File: config.mk
export PLATFORM = sky130hd
export DESIGN_NAME = strict_base64_stream_decoder_core
export DESIGN_NICKNAME = d
export VERILOG_FILES = /design/src/sv/b64dec_pkg.sv /design/src/sv/strict_base64_stream_decoder_core.sv
export SDC_FILE = /design/constraint.sdc
export NUM_CORES = 1
export LEC_CHECK = 0
export BUFFER_PORTS_ARGS = -buffer_cell sky130_fd_sc_hd__buf_2
export CAP_MARGIN = 5
export CORE_ASPECT_RATIO = 0.6
export CORE_MARGIN = 4
export CORE_UTILIZATION = 50
export DETAILED_ROUTE_END_ITERATION = 10
export GPL_TIMING_DRIVEN = 0
export PLACE_DENSITY_LB_ADDON = 0.2
export RECOVER_POWER = 25
export SLEW_MARGIN = 20
export SYNTH_ARGS = -nofsm -noshare
export SYNTH_HDL_FRONTEND = slang
export SYNTH_SLANG_ARGS = --single-unit
export TNS_END_PERCENT = 50
File: constraint.sdc
create_clock -name clk -period 7.8 [get_ports clk]
set_input_delay 0.78 -clock clk [delete_from_list [all_inputs] [get_ports clk]]
set_output_delay 0.78 -clock clk [all_outputs]
set_load 0.005 [all_outputs]
File: src/sv/b64dec_pkg.sv
`timescale 1ns / 1ps

package b64dec_pkg;

	localparam int unsigned COUNT_WIDTH_DEF = 32;

	localparam logic [6:0] SEXTET_PAD = 7'd64;
	localparam logic [6:0] SEXTET_BAD = 7'd127;

	typedef enum logic [1:0] {
		OP_ADD   = 2'd0,
		OP_FINAL = 2'd1,
		OP_CLEAR = 2'd2,
		OP_NONE  = 2'd3
	} op_t;

	typedef enum logic [1:0] {
		REG_RETAIN  = 2'd0,
		REG_MAX_ENC = 2'd1,
		REG_MAX_DEC = 2'd2,
		REG_UNUSED  = 2'd3
	} reg_index_t;

	// Maps a UTF-16 code unit to its sextet; padding and illegal characters get
	// codes of their own above the six-bit range.
	function automatic logic [6:0] sextet_of(input logic [15:0] c);
		logic [6:0] r;
		if (c >= 16'h0041 && c <= 16'h005a) begin
			r = 7'(c - 16'h0041);
		end else if (c >= 16'h0061 && c <= 16'h007a) begin
			r = 7'(c - 16'h0061 + 16'd26);
		end else if (c >= 16'h0030 && c <= 16'h0039) begin
			r = 7'(c - 16'h0030 + 16'd52);
		end else if (c == 16'h002b) begin
			r = 7'd62;
		end else if (c == 16'h002f) begin
			r = 7'd63;
		end else if (c == 16'h003d) begin
			r = SEXTET_PAD;
		end else begin
			r = SEXTET_BAD;
		end
		return r;
	endfunction

endpackage

File: src/sv/strict_base64_stream_decoder_core.sv
`timescale 1ns / 1ps

// Strict base64 decoder taking one character request per cycle on s_axis and
// giving one result per cycle on m_axis while m_axis_tready is high. Each
// request is registered, decoded by a single layer of logic and placed in a
// result register, and a request whose result is a single status word leaves
// room for a new request in every cycle while the receiver is ready. While a
// result waits, the input register takes one more request and then holds
// s_axis_tready low. A request that completes a group with retain_data set gives
// one result per decoded byte, one to three in all, and holds the result register
// until the last is taken; that register sets the rate. Configuration writes are
// taken at any time but must only be made while no request is in flight.
module strict_base64_stream_decoder_core
	import b64dec_pkg::*;
#(
	parameter int unsigned COUNT_WIDTH = COUNT_WIDTH_DEF
) (
	input  logic        clk,
	input  logic        arst_n,
	input  logic        s_axis_tvalid,
	output logic        s_axis_tready,
	input  logic [15:0] s_axis_tdata,  // char_code[15:0]
	input  logic [1:0]  s_axis_tuser,  // op[1:0]
	output logic        m_axis_tvalid,
	input  logic        m_axis_tready,
	// data_byte[7:0], ok[8], done_flag[9], encoded_count[41:10],
	// decoded_count[73:42], zero[79:74]
	output logic [79:0] m_axis_tdata,
	output logic        m_axis_tuser,  // byte_valid[0]
	output logic        m_axis_tlast,
	input  logic        cfg_valid,
	output logic        cfg_ready,
	input  logic [1:0]  cfg_index,
	input  logic [31:0] cfg_data
);

	localparam int unsigned CMP_W = (COUNT_WIDTH > 32) ? COUNT_WIDTH : 32;

	logic                   retain_q;
	logic [31:0]            max_enc_q;
	logic [31:0]            max_dec_q;

	logic                   valid_q;
	logic                   fin_q;
	logic [COUNT_WIDTH-1:0] enc_q;
	logic [COUNT_WIDTH-1:0] dec_q;
	logic [1:0]             fill_q;
	logic [6:0]             held_q [3];

	logic                   valid_s1;
	op_t                    op_s1;
	logic [15:0]            char_s1;

	logic                   valid_s2;
	logic [7:0]             byte_s2 [3];
	logic                   bv_s2;
	logic [1:0]             idx_s2;
	logic [1:0]             last_s2;
	logic                   ok_s2;
	logic                   done_s2;
	logic [31:0]            enc_s2;
	logic [31:0]            dec_s2;

	logic                   s2_free;
	logic                   adv;
	logic                   s_fire;
	logic                   m_fire;

	logic [6:0]             sx;
	logic [6:0]             a_sx;
	logic [6:0]             b_sx;
	logic [6:0]             c_sx;
	logic                   enc_at_lim;
	logic                   add_ok;
	logic                   struct_ok;
	logic                   padded;
	logic [1:0]             nb;
	logic [CMP_W:0]         dec_sum;
	logic                   lim_ok;
	logic [7:0]             gbyte [3];

	logic                   valid_d;
	logic                   fin_d;
	logic [COUNT_WIDTH-1:0] enc_d;
	logic [COUNT_WIDTH-1:0] dec_d;
	logic [1:0]             fill_d;
	logic                   held_we;
	logic                   emit_bytes;

	assign cfg_ready = 1'b1;

	assign m_fire  = m_axis_tvalid && m_axis_tready;
	assign s_fire  = s_axis_tvalid && s_axis_tready;
	assign s2_free = !valid_s2 || (m_axis_tready && (idx_s2 == last_s2));
	assign adv     = valid_s1 && s2_free;
	assign s_axis_tready = !valid_s1 || s2_free;

	assign sx   = sextet_of(char_s1);
	assign a_sx = held_q[0];
	assign b_sx = held_q[1];
	assign c_sx = held_q[2];

	assign enc_at_lim = (CMP_W'(enc_q) >= CMP_W'(max_enc_q)) || (&enc_q);
	assign add_ok     = valid_q && !fin_q && !enc_at_lim && (sx != SEXTET_BAD);

	always_comb begin
		struct_ok = (a_sx != SEXTET_PAD) && (b_sx != SEXTET_PAD);
		if (c_sx == SEXTET_PAD) begin
			struct_ok = struct_ok && (sx == SEXTET_PAD) && (b_sx[3:0] == 4'd0);
			nb        = 2'd1;
			padded    = 1'b1;
		end else if (sx == SEXTET_PAD) begin
			struct_ok = struct_ok && (c_sx[1:0] == 2'd0);
			nb        = 2'd2;
			padded    = 1'b1;
		end else begin
			nb        = 2'd3;
			padded    = 1'b0;
		end
	end

	assign dec_sum = (CMP_W + 1)'(dec_q) + (CMP_W + 1)'(nb);
	assign lim_ok  = (dec_sum <= (CMP_W + 1)'(max_dec_q)) &&
		(dec_sum <= (CMP_W + 1)'({COUNT_WIDTH{1'b1}}));

	assign gbyte[0] = {a_sx[5:0], b_sx[5:4]};
	assign gbyte[1] = {b_sx[3:0], c_sx[5:2]};
	assign gbyte[2] = {c_sx[1:0], sx[5:0]};

	always_comb begin
		valid_d    = valid_q;
		fin_d      = fin_q;
		enc_d      = enc_q;
		dec_d      = dec_q;
		fill_d     = fill_q;
		held_we    = 1'b0;
		emit_bytes = 1'b0;
		case (op_s1)
			OP_ADD: begin
				if (!add_ok) begin
					valid_d = 1'b0;
				end else begin
					enc_d = enc_q + COUNT_WIDTH'(1);
					if (fill_q != 2'd3) begin
						held_we = 1'b1;
						fill_d  = fill_q + 2'd1;
					end else begin
						fill_d = 2'd0;
						if (struct_ok && padded) begin
							fin_d = 1'b1;
						end
						if (struct_ok && lim_ok) begin
							dec_d      = dec_sum[COUNT_WIDTH-1:0];
							emit_bytes = retain_q;
						end else begin
							valid_d = 1'b0;
						end
					end
				end
			end
			OP_FINAL: begin
				valid_d = valid_q && (fill_q == 2'd0);
			end
			OP_CLEAR: begin
				valid_d = 1'b1;
				fin_d   = 1'b0;
				enc_d   = '0;
				dec_d   = '0;
				fill_d  = 2'd0;
			end
			default: begin
			end
		endcase
	end

	always_ff @(posedge clk or negedge arst_n) begin
		if (!arst_n) begin
			retain_q  <= 1'b1;
			max_enc_q <= '1;
			max_dec_q <= '1;
		end else if (cfg_valid && cfg_ready) begin
			case (reg_index_t'(cfg_index))
				REG_RETAIN:  retain_q  <= cfg_data[0];
				REG_MAX_ENC: max_enc_q <= cfg_data;
				REG_MAX_DEC: max_dec_q <= cfg_data;
				default: begin
				end
			endcase
		end
	end

	always_ff @(posedge clk or negedge arst_n) begin
		if (!arst_n) begin
			valid_q <= 1'b1;
			fin_q   <= 1'b0;
			enc_q   <= '0;
			dec_q   <= '0;
			fill_q  <= 2'd0;
		end else if (adv) begin
			valid_q <= valid_d;
			fin_q   <= fin_d;
			enc_q   <= enc_d;
			dec_q   <= dec_d;
			fill_q  <= fill_d;
		end
	end

	always_ff @(posedge clk) begin
		if (adv && held_we) begin
			held_q[fill_q] <= sx;
		end
	end

	always_ff @(posedge clk or negedge arst_n) begin
		if (!arst_n) begin
			valid_s1 <= 1'b0;
		end else if (s_fire) begin
			valid_s1 <= 1'b1;
		end else if (adv) begin
			valid_s1 <= 1'b0;
		end
	end

	always_ff @(posedge clk) begin
		if (s_fire) begin
			op_s1   <= op_t'(s_axis_tuser);
			char_s1 <= s_axis_tdata;
		end
	end

	always_ff @(posedge clk or negedge arst_n) begin
		if (!arst_n) begin
			valid_s2 <= 1'b0;
			idx_s2   <= 2'd0;
			last_s2  <= 2'd0;
			bv_s2    <= 1'b0;
		end else if (adv) begin
			valid_s2 <= 1'b1;
			idx_s2   <= 2'd0;
			last_s2  <= emit_bytes ? (nb - 2'd1) : 2'd0;
			bv_s2    <= emit_bytes;
		end else if (m_fire) begin
			if (idx_s2 == last_s2) begin
				valid_s2 <= 1'b0;
			end else begin
				idx_s2 <= idx_s2 + 2'd1;
			end
		end
	end

	always_ff @(posedge clk) begin
		if (adv) begin
			byte_s2[0] <= emit_bytes ? gbyte[0] : 8'd0;
			byte_s2[1] <= emit_bytes ? gbyte[1] : 8'd0;
			byte_s2[2] <= emit_bytes ? gbyte[2] : 8'd0;
			ok_s2      <= valid_d;
			done_s2    <= fin_d;
			enc_s2     <= 32'(CMP_W'(enc_d));
			dec_s2     <= 32'(CMP_W'(dec_d));
		end
	end

	assign m_axis_tvalid = valid_s2;
	assign m_axis_tuser  = bv_s2;
	assign m_axis_tlast  = (idx_s2 == last_s2);
	assign m_axis_tdata  = {6'd0, dec_s2, enc_s2, done_s2, ok_s2, byte_s2[idx_s2]};

	a_idx_in_range: assert property (@(posedge clk) disable iff (!arst_n)
		valid_s2 |-> (idx_s2 <= last_s2))
		else $error("result index passed the last byte of the group");

	a_status_single: assert property (@(posedge clk) disable iff (!arst_n)
		(valid_s2 && !bv_s2) |-> (last_s2 == 2'd0))
		else $error("status result spread over more than one beat");

	a_finished_aligned: assert property (@(posedge clk) disable iff (!arst_n)
		fin_q |-> (fill_q == 2'd0))
		else $error("finished stream holds a partial group");

	a_bytes_need_retain: assert property (@(posedge clk) disable iff (!arst_n)
		(valid_s2 && bv_s2) |-> retain_q)
		else $error("decoded byte emitted with retain_data clear");

	a_count_moves_on_advance: assert property (@(posedge clk) disable iff (!arst_n)
		!$past(adv) |-> $stable(enc_q))
		else $error("encoded count changed without a request");

endmodule

# After elaboration in Yosys (flattened, before gate mapping)
# Memory sizes are Yosys's and may differ from the RTL's.
# Cells that the tools add are included.
# word_totals
reg_bits,224
latch_bits,0
ramBits,45
mem_bits_ro,0
input_bits,57
output_inout_bits,85
elab_cells,150
mem_count,2
# op_classes
n_addsub,10
mul,0
div_mod_pow,0
order_cmp,9
n_eq_ne,16
shifts,0
mux,52
bitwise_logic,0
reduce_logical,42
# mem_list
name,words,word_bits,rd,rd_ports_with_merged_regs,write_ports,line_no,text
byte_s2,3,8,1,0,3,strict_base64_stream_decoder_core.sv:55,logic [7:0] byte_s2 [3];
held_q,3,7,3,0,1,strict_base64_stream_decoder_core.sv:48,logic [6:0] held_q [3];
# ops
cell,n
$mux 32,4
$pmux 32 s2,2
$eq 16x6->1 const B,3
$mux 7,5
$add 32x2->33,1
$le 33x32->1,1
$le 33x32->1 const B,1
$add 32x1->32 const B,1
$ge 16x7->1 const B,2
$ge 32x32->1,1
$le 16x7->1 const B,2
$reduce_and 32->1,1
$mux 1,27
$mux 8,3
$ne 7x7->1 const B,3
$logic_and 1x1->1,19
$ge 16x6->1 const B,1
$le 16x6->1 const B,1
$eq 7x7->1 const B,2
$mux 2,7
$sub 7x7->7 const B,2
$reduce_and 2->1,5
$logic_not 2->1,4
$reduce_bool 2->1,4
18 further kinds,27

# Depth between registers and ports, before layout
# Gate-level depths: netlist of the first run.
# depth
word_depth,19
mapped_depth,33
mapped_depth_nobuf,30

# Worst setup path after synthesis of the first run
# Ideal clock, no wire load.
# synth_path
path_type,reg-to-reg
start,register char_s1[12]
end,"register dec_s2[2], data pin"
setup_time_ns,0.259
t_arrival_ns,6.625
required_time_ns,7.541
path_slack_ns,0.916
path_stages_with_launch,31
period_less_slack_ns,6.884
cell_sequence,edfxtp_1 -> or4_4 -> nor4_2 -> nand2_1 -> o221a_2 -> nand4_1 -> or2_4 -> nor2_1 -> nand2_1 -> ha_1 -> a21oi_1 -> nor3_1 -> and2_1 -> clkbuf_1 -> nor2b_1 -> and3_1 -> and3_1 -> xor2_1 -> ha_1 -> nand4_1 -> nor2_1 -> a2111oi_0 -> a221o_1 -> nand3_1 -> a211oi_1 -> o31ai_1 -> or3_1 -> buf_2 -> buf_6 -> o211a_1 -> a211o_1
# synth_via
word_cells_on_any_way,36
cone_classes,add/sub: 1; order compare: 8; eq/ne: 5; mux: 14; reduce/logical: 8
# synth_rtl
item,line_no,text
"start, declared",strict_base64_stream_decoder_core.sv:52,logic [15:0] char_s1;
"start signal, assigned",strict_base64_stream_decoder_core.sv:227,char_s1 <= s_axis_tdata;
branches (longest 5 deep; another with $ge 16x6->1),--,
$mux 7 (*),b64dec_pkg.sv:28,if (c >= 16'h0041 && c <= 16'h005a) begin
named net sx[6],strict_base64_stream_decoder_core.sv:69,logic [6:0] sx;
$eq 7x7->1,"strict_base64_stream_decoder_core.sv:109, strict_base64_stream_decoder_core.sv:112",
$mux 1,strict_base64_stream_decoder_core.sv:112,end else if (sx == SEXTET_PAD) begin
$mux 2,strict_base64_stream_decoder_core.sv:108,if (c_sx == SEXTET_PAD) begin
$add 32x2->33,strict_base64_stream_decoder_core.sv:122,assign dec_sum = (CMP_W + 1)'(dec_q) + (CMP_W + 1)'(nb);
$le 33x32->1 (on tied branches),"strict_base64_stream_decoder_core.sv:123, strict_base64_stream_decoder_core.sv:124",
$logic_and 1x1->1,strict_base64_stream_decoder_core.sv:123,assign lim_ok = (dec_sum <= (CMP_W + 1)'(max_dec_q)) &&
$logic_and 1x1->1,strict_base64_stream_decoder_core.sv:152,if (struct_ok && lim_ok) begin
$mux 32,strict_base64_stream_decoder_core.sv:152,
$mux 32,strict_base64_stream_decoder_core.sv:144,if (fill_q != 2'd3) begin
$mux 32 (*),strict_base64_stream_decoder_core.sv:140,if (!add_ok) begin
$pmux 32 s2 (*),strict_base64_stream_decoder_core.sv:138,case (op_s1)
named net dec_d[2],strict_base64_stream_decoder_core.sv:85,logic [COUNT_WIDTH-1:0] dec_d;
"end signal, assigned",strict_base64_stream_decoder_core.sv:259,dec_s2 <= 32'(CMP_W'(dec_d));
"end, declared",strict_base64_stream_decoder_core.sv:62,logic [31:0] dec_s2;
# Mark *: on every way through the listed nets, which the timed path passes.
# A chain may end at the register's enable or synchronous reset.

# Final worst setup path of the first run
# layout_path
start,register char_s1[15]
end,"register dec_s2[4], data pin"
# layout_via
elab_chain_cells,18
word_cells_on_any_way,36
cone_classes,add/sub: 1; order compare: 8; eq/ne: 5; mux: 14; reduce/logical: 8
# layout_rtl
item,line_no
branches (longest 6 deep; another with $ge 16x6->1),--
$mux 7 (*),b64dec_pkg.sv:28
$eq 7x7->1,"strict_base64_stream_decoder_core.sv:109, strict_base64_stream_decoder_core.sv:112"
$mux 1,strict_base64_stream_decoder_core.sv:112
$mux 2,strict_base64_stream_decoder_core.sv:108
$add 32x2->33,strict_base64_stream_decoder_core.sv:122
$le 33x32->1 (on tied branches),"strict_base64_stream_decoder_core.sv:123, strict_base64_stream_decoder_core.sv:124"
$logic_and 1x1->1,strict_base64_stream_decoder_core.sv:123
$logic_and 1x1->1,strict_base64_stream_decoder_core.sv:152
$mux 32,strict_base64_stream_decoder_core.sv:152
$mux 32,strict_base64_stream_decoder_core.sv:144
$mux 32 (*),strict_base64_stream_decoder_core.sv:140
$pmux 32 s2 (*),strict_base64_stream_decoder_core.sv:138
named net dec_d[4],strict_base64_stream_decoder_core.sv:85
# Marks and branches as above.

==> impl_metrics.tcl, run 1 <==
set metrics [dict create \
    status "finished, violations left" \
    violations "max-capacitance violations, max-slew violations" \
    area_growth_pct 16.50 \
    yosys.area.top_type "edfxtp_1" \
    start_util_pct 50.78 \
    vias 12410 \
    yosysWarnings 0 \
    ir_worst_vdd_uv 138.5 \
    synth-edff-count 129 \
    async_reset_ff_share_pct 52.04 \
    hpwlAfterDp_um 34620 \
    fp.coreArea_sq_um 29920 \
    viasPerCell 5.962 \
    layout_common_cells "buf_2, edfxtp_1, nand2_1" \
    clockBufferDepth 3 \
    cpMaxStageDelayCell "or4_4" \
    synth_top_area_share_pct 25.50 \
    groute.usage.overall_pct 27.31 \
    cts_sinks 269 \
    worstSetupPathType "reg2reg" \
    yosysSeqAreaShare_pct 49.10 \
    antenna_found_initial 0 \
    grt_setup_unrepaired "yes" \
    min_period_ns 7.514 \
    cts_tree "yes" \
    rows 49 \
    fin_ws_ns 0.2863 \
    clock.fmax_mhz 133.1 \
    layout-drive-gt1-share_pct 23.91 \
    maxSlewViolCount 143 \
    grt_max_degree 82 \
    combPwrFrac_pct 19.4 \
    htreeDepth 1 \
    place_area_sq_um 16480 \
    tightest_slew_ns 3.891 \
    clk_pin_slew_ns 0.06 \
    dr.pass1.iters 6 \
    wl_per_cell_um 22.14 \
    switching_power_w 0.001128 \
    clk_latency_ns 0.55 \
    r2r-start "char_s1[15]" \
    synth_compound_area_share_pct 11.48 \
    n_antenna_cell 0 \
    cts-root-buf "clkbuf_16" \
    synth_area_per_cell_sq_um 10.36 \
    synth-seq-cells 269 \
    period_share_pct 96.33 \
    pre_cts_ws_ns -1.704 \
    path_max_fanout 10 \
    synth-xor-area-share_pct 3.516 \
    power_density_nw_per_um2 218.9 \
    crit_arrival_ns 7.80 \
    syn_inst 1467 \
    cp-start-kind "flip-flop" \
    ys_top_cells_by_area "edfxtp_1, dfrtp_1, dfstp_2" \
    final_common_cell "buf_2" \
    antenna_left 0 \
    setup_violations 0 \
    startpoint "char_s1[15]" \
    max_slew_margin_pct -159.4 \
    synthAdderAreaFrac_pct 6.638 \
    synth_top_family_by_area "simple AND/OR/NAND/NOR gates" \
    whs_ns 0.4060 \
    finalNetCount 1790 \
    drv_cap 2 \
    pwr-share-clk_pct 33.9 \
    clock_skew_ns 0.01218 \
    numCtsBuffers 26 \
    hold_viol 0 \
    slowest_delay_ns 0.60 \
    drc_errors 0 \
    min_path_type "in2reg" \
    die_y_um 143.0 \
    synth_flop_cell "edfxtp_1" \
    dieWidth_um 233.0 \
    power_frac_seq_pct 46.7 \
    crit_buf_inv 4 \
    pin_count 142 \
    end_kind "flip-flop" \
    intPower_w 0.002746 \
    yosys.area_share.simple_pct 18.48 \
    cp.required_ns 8.09 \
    p_leak_nw 7.591 \
    design_area_sq_um 17700 \
    hp-start "s_axis_tuser[1]" \
    die_area_sq_um 33330 \
    switching_share_pct 29.11 \
    final_util_pct 59.16 \
    muxShareOfSynthArea_pct 5.814 \
    syn-cell-area_sq_um 15190 \
    grt_overflow 0 \
    totalWireLength_um 46080 \
    grt_pass1_vias 11600 \
    grt_pass1_wl_um 69380 \
    globalplace.congestion 0.9653 \
    ys_types 82 \
    drt-initial-drc-count 1457 \
    cp_top_family "simple AND/OR/NAND/NOR gates" \
    numPortBuffers 134 \
]
[worst register-to-register path: cells and delay by family (launching register included)]
| family | cells | cell delay (ns) |
|---|---|---|
| AND/OR/NAND/NOR | 13 | 2.97 |
| AO/OA/AOI/OAI | 9 | 2.02 |
| adder cells (fa/ha/maj) | 3 | 0.95 |
| buffers and inverters | 4 | 0.74 |
| flip-flops | 1 | 0.37 |
| XOR/XNOR | 1 | 0.18 |
[cell usage after synthesis (6+ instances only)]
cell type  instances
a211o_1           13
a211oi_1           6
a21o_1            33
a21oi_1           45
a31o_2             8
a31oi_1            8
and2_1            11
and3_1            47
and4_1            11
buf_1              6
buf_4              9
clkbuf_1          66
dfrtp_1           74
dfstp_2           66
edfxtp_1         129
ha_1              79
inv_1             97
mux2_2            66
mux2i_1           14
nand2_1          133
nand2b_1          11
nand3_1           63
nand4_1           37
nor2_1            93
nor2b_1           15
nor3_1            28
nor3b_1           10
nor4_1            16
o211ai_1          12
o21a_1             7
o21ai_0           58
o311ai_1          11
o31ai_1            8
or3_1             18
or4_1             15
xnor2_1           37
xor2_1            24
[stage by stage]
| step | cells | total power [W] | TNS (ns) |
|---|---|---|---|
| floorplan | 1472 | 0.002252 | 0 |
| global placement | 2014 | 0.002513 | -138.12 |
| detailed placement | 2017 | 0.002544 | -137.24 |
| CTS | 2074 | 0.003870 | 0 |
| global route | 2081 | 0.004046 | -0.05230 |
| finish | 2081 | 0.003874 | 0 |
[layout make-up]
cell class	instances	area [sq um]
Buffer	85	385.4
Clock inverter	13	126.4
Tap cell	408	510.5
Sequential cell	269	7460
Clock buffer	35	758.2
Fill cell	2561	12220
Multi-Input combinational cell	1018	7226
Timing Repair Buffer	155	865.8
Inverter	98	367.9
[flip-flops by register name, summed over array words and instances, names as in the netlist, 16 cells and up]
signal and count:
byte_s2 24, char_s1 16, dec_q 32, dec_s2 32
enc_q 32, enc_s2 32, held_q 21, max_dec_q 32
max_enc_q 32
[layer usage]
layer  share of wire, %  global-route usage (%)
met5                  0                       0
met4                1.8                   4.713
met3                 13                   9.051
met2                 39                   36.34
met1                 46                   43.29
[path summary, 6_finish.rpt]
check,to,slack [ns],cells after the start
setup / recovery,dec_s2[4],0.29,30
hold / removal,op_s1[1],0.41,1
setup reg to reg,dec_s2[4],0.29,30
hold reg to reg,m_axis_tuser,0.49,2
max in group asynchronous,enc_q[30],1.31,2
min in group asynchronous,dec_q[28],1.34,1
[power groups by stage]
stage          sequential [W]  combinational [W]  clock (W)
2_1_floorplan         0.00179           0.000460          0
3_3_place_gp          0.00183           0.000683          0
3_5_place_dp          0.00183           0.000715          0
4_1_cts               0.00180           0.000735    0.00133
5_1_grt               0.00182           0.000834    0.00139
6_report              0.00181           0.000752    0.00131
[logic make-up (layout without fill, tap and decap cells)]
group	count (synthesis)	in the layout
other cells	2	7
fa+ha+maj	80	80
mux	80	80
flops	269	269
buf+inv	185	386
simple gates	536	536
xor+xnor	61	61
compound gates	254	254
[timing repair]
item                       4_1_cts  5_1_grt
hold buffers                     0        0
setup endpoints to repair       93       92
pin swaps                        8       19
setup buffers                    9        9
resized for setup               26       29
(Power assumes the default switching activity.)
==> run 2: changes to the inputs <==
- CORE_UTILIZATION: 50 -> 60
==> impl_metrics.tcl, run 2 (synthesized netlist as in run 1, its figures left out) <==
set metrics [dict create \
    status "finished, violations left" \
    violations "max-capacitance violations, max-slew violations" \
    hpwlAfterDp_um 34130 \
    globalplace.congestion 1.032 \
    viasPerCell 6.368 \
    pin_count 142 \
    r2r_cells 29 \
    period_share_pct 97.18 \
    drc_errors 0 \
    design_area_sq_um 17530 \
    die_y_um 131.3 \
    cts_sinks 269 \
    placed_cells 1930 \
    groute.usage.overall_pct 31.83 \
    antenna_found_initial 0 \
    clockBufferDepth 3 \
    hp-start "s_axis_tdata[1]" \
    htreeDepth 1 \
    final_common_cell "buf_2" \
    crit_arrival_ns 7.88 \
    numPortBuffers 134 \
    final_util_pct 71.41 \
    clock.fmax_mhz 131.9 \
    maxSlewViolCount 143 \
    r2r-start "char_s1[0]" \
    start_util_pct 61.88 \
    area_growth_pct 15.40 \
    n_antenna_cell 0 \
    holdPathEnd "char_s1[1]" \
    drt-initial-drc-count 1635 \
    cpMaxStageDelayCell "nor4bb_4" \
    reg2reg_slack_ns 0.22 \
    clk_pin_slew_ns 0.06 \
    drv_cap 2 \
    setup_violations 0 \
    cts_tree "yes" \
    finalNetCount 1789 \
    r2r_end "dec_s2[11]" \
    die_area_sq_um 28020 \
    slowest_delay_ns 0.53 \
    dr.pass1.iters 5 \
    max_slew_margin_pct -190.0 \
    grt_overflow 0 \
    ir_worst_vdd_uv 170.3 \
    holdPathStages 1 \
    cp.required_ns 8.10 \
    wl_per_cell_um 23.08 \
    worstSetupPathType "reg2reg" \
    totalWireLength_um 46020 \
    min_period_ns 7.580 \
    num-fill-cells 1790 \
    antenna_left 0 \
    end_kind "flip-flop" \
    cp-start-kind "flip-flop" \
    hold_viol 0 \
    grt_pass1_vias 11860 \
    p_leak_nw 7.564 \
    vias 12700 \
    rows 44 \
    power_density_nw_per_um2 222.5 \
    path_max_fanout 10 \
    cts-root-buf "clkbuf_16" \
    place_area_sq_um 16350 \
    grt_max_degree 97 \
    fin_ws_ns 0.2198 \
    numCtsBuffers 26 \
    min_path_type "in2reg" \
    layout_common_cells "buf_2, nand2_1, edfxtp_1" \
    finalNonFillerCells 1994 \
    clk_latency_ns 0.57 \
    holdBufCountCts 0 \
    tightest_slew_ns 4.350 \
    pre_cts_ws_ns -1.709 \
    layout-drive-gt1-share_pct 23.27 \
    clock_skew_ns 0.02594 \
    power.total_w 0.003901 \
    fp.coreArea_sq_um 24550 \
    grt_pass1_wl_um 69140 \
    dieWidth_um 213.4 \
]
-- run 2: changes by cell type in the layout (fill, tap and decap cells not counted), sizes merged --
cell,previous run,this run
bufinv,2,4
clkinvlp,1,3
inv,98,97
clkbuf,104,98
clkinv,10,12
-- run 2: metal layers --
| metal | wire (um) | part of all wire [%] | GRT usage, % | up-vias |
|---|---|---|---|---|
| li1 | - | - | - | 5710 |
| met1 | 20080 | 44 | 49.25 | 6081 |
| met2 | 17870 | 39 | 40.81 | 821 |
| met3 | 7217 | 16 | 14.84 | 86 |
| met4 | 845 | 1.8 | 6.217 | 0 |
| met5 | 0 | 0 | 0 | - |
-- run 2: critical path: cells and delay by family, from the launching register on --
kind	cells	cell delay (ns)
adder cells (fa/ha/maj)	3	0.72
AND/OR/NAND/NOR	16	3.85
AO/OA/AOI/OAI	6	1.25
flip-flops	1	0.45
XOR/XNOR	1	0.13
buffers and inverters	3	0.90
-- run 2: through the flow --
stage	hold slack [ns]	TNS [ns]
after floorplan	0.4696	0
after global placement	0.4884	-130.06
after detailed placement	0.4962	-134.74
after CTS	0.1185	0
after global routing	0.3911	-1.336
final	0.4055	0
-- run 2: final cells by class --
class                           count  area, sq um  share of cell area (%)
Inverter                           98        367.9                   2.098
Clock buffer                       30        686.9                   3.918
Buffer                             85        381.6                   2.177
Sequential cell                   269         7460                   42.55
Timing Repair Buffer              154        842.1                   4.803
Clock inverter                     18        195.2                   1.113
Tap cell                          322        402.9                   2.298
Multi-Input combinational cell   1018         7197                   41.05
-- run 2: worst max path at each step --
stage / endpoint / cells past startpoint / from
floorplan: dec_s2[2] / 30 / char_s1[12]
global placement: dec_s2[16] / 32 / char_s1[0]
detailed placement: dec_s2[16] / 32 / char_s1[0]
CTS: dec_s2[4] / 31 / char_s1[12]
global route: last_s2[1] / 30 / char_s1[12]
finish: dec_s2[11] / 29 / char_s1[0]
-- run 2: power by group --
part           internal (W)  switching (W)  total [W]
combinational      0.000307       0.000451   0.000758
sequential          0.00169       0.000120    0.00181
clock              0.000764       0.000569    0.00133
total               0.00276        0.00114    0.00390
-- run 2: what timing repair did --
item,4_1_cts,5_1_grt
pin swaps,8,13
gates resized for setup,26,19
setup endpoints to repair,93,92
buffers inserted,7,11
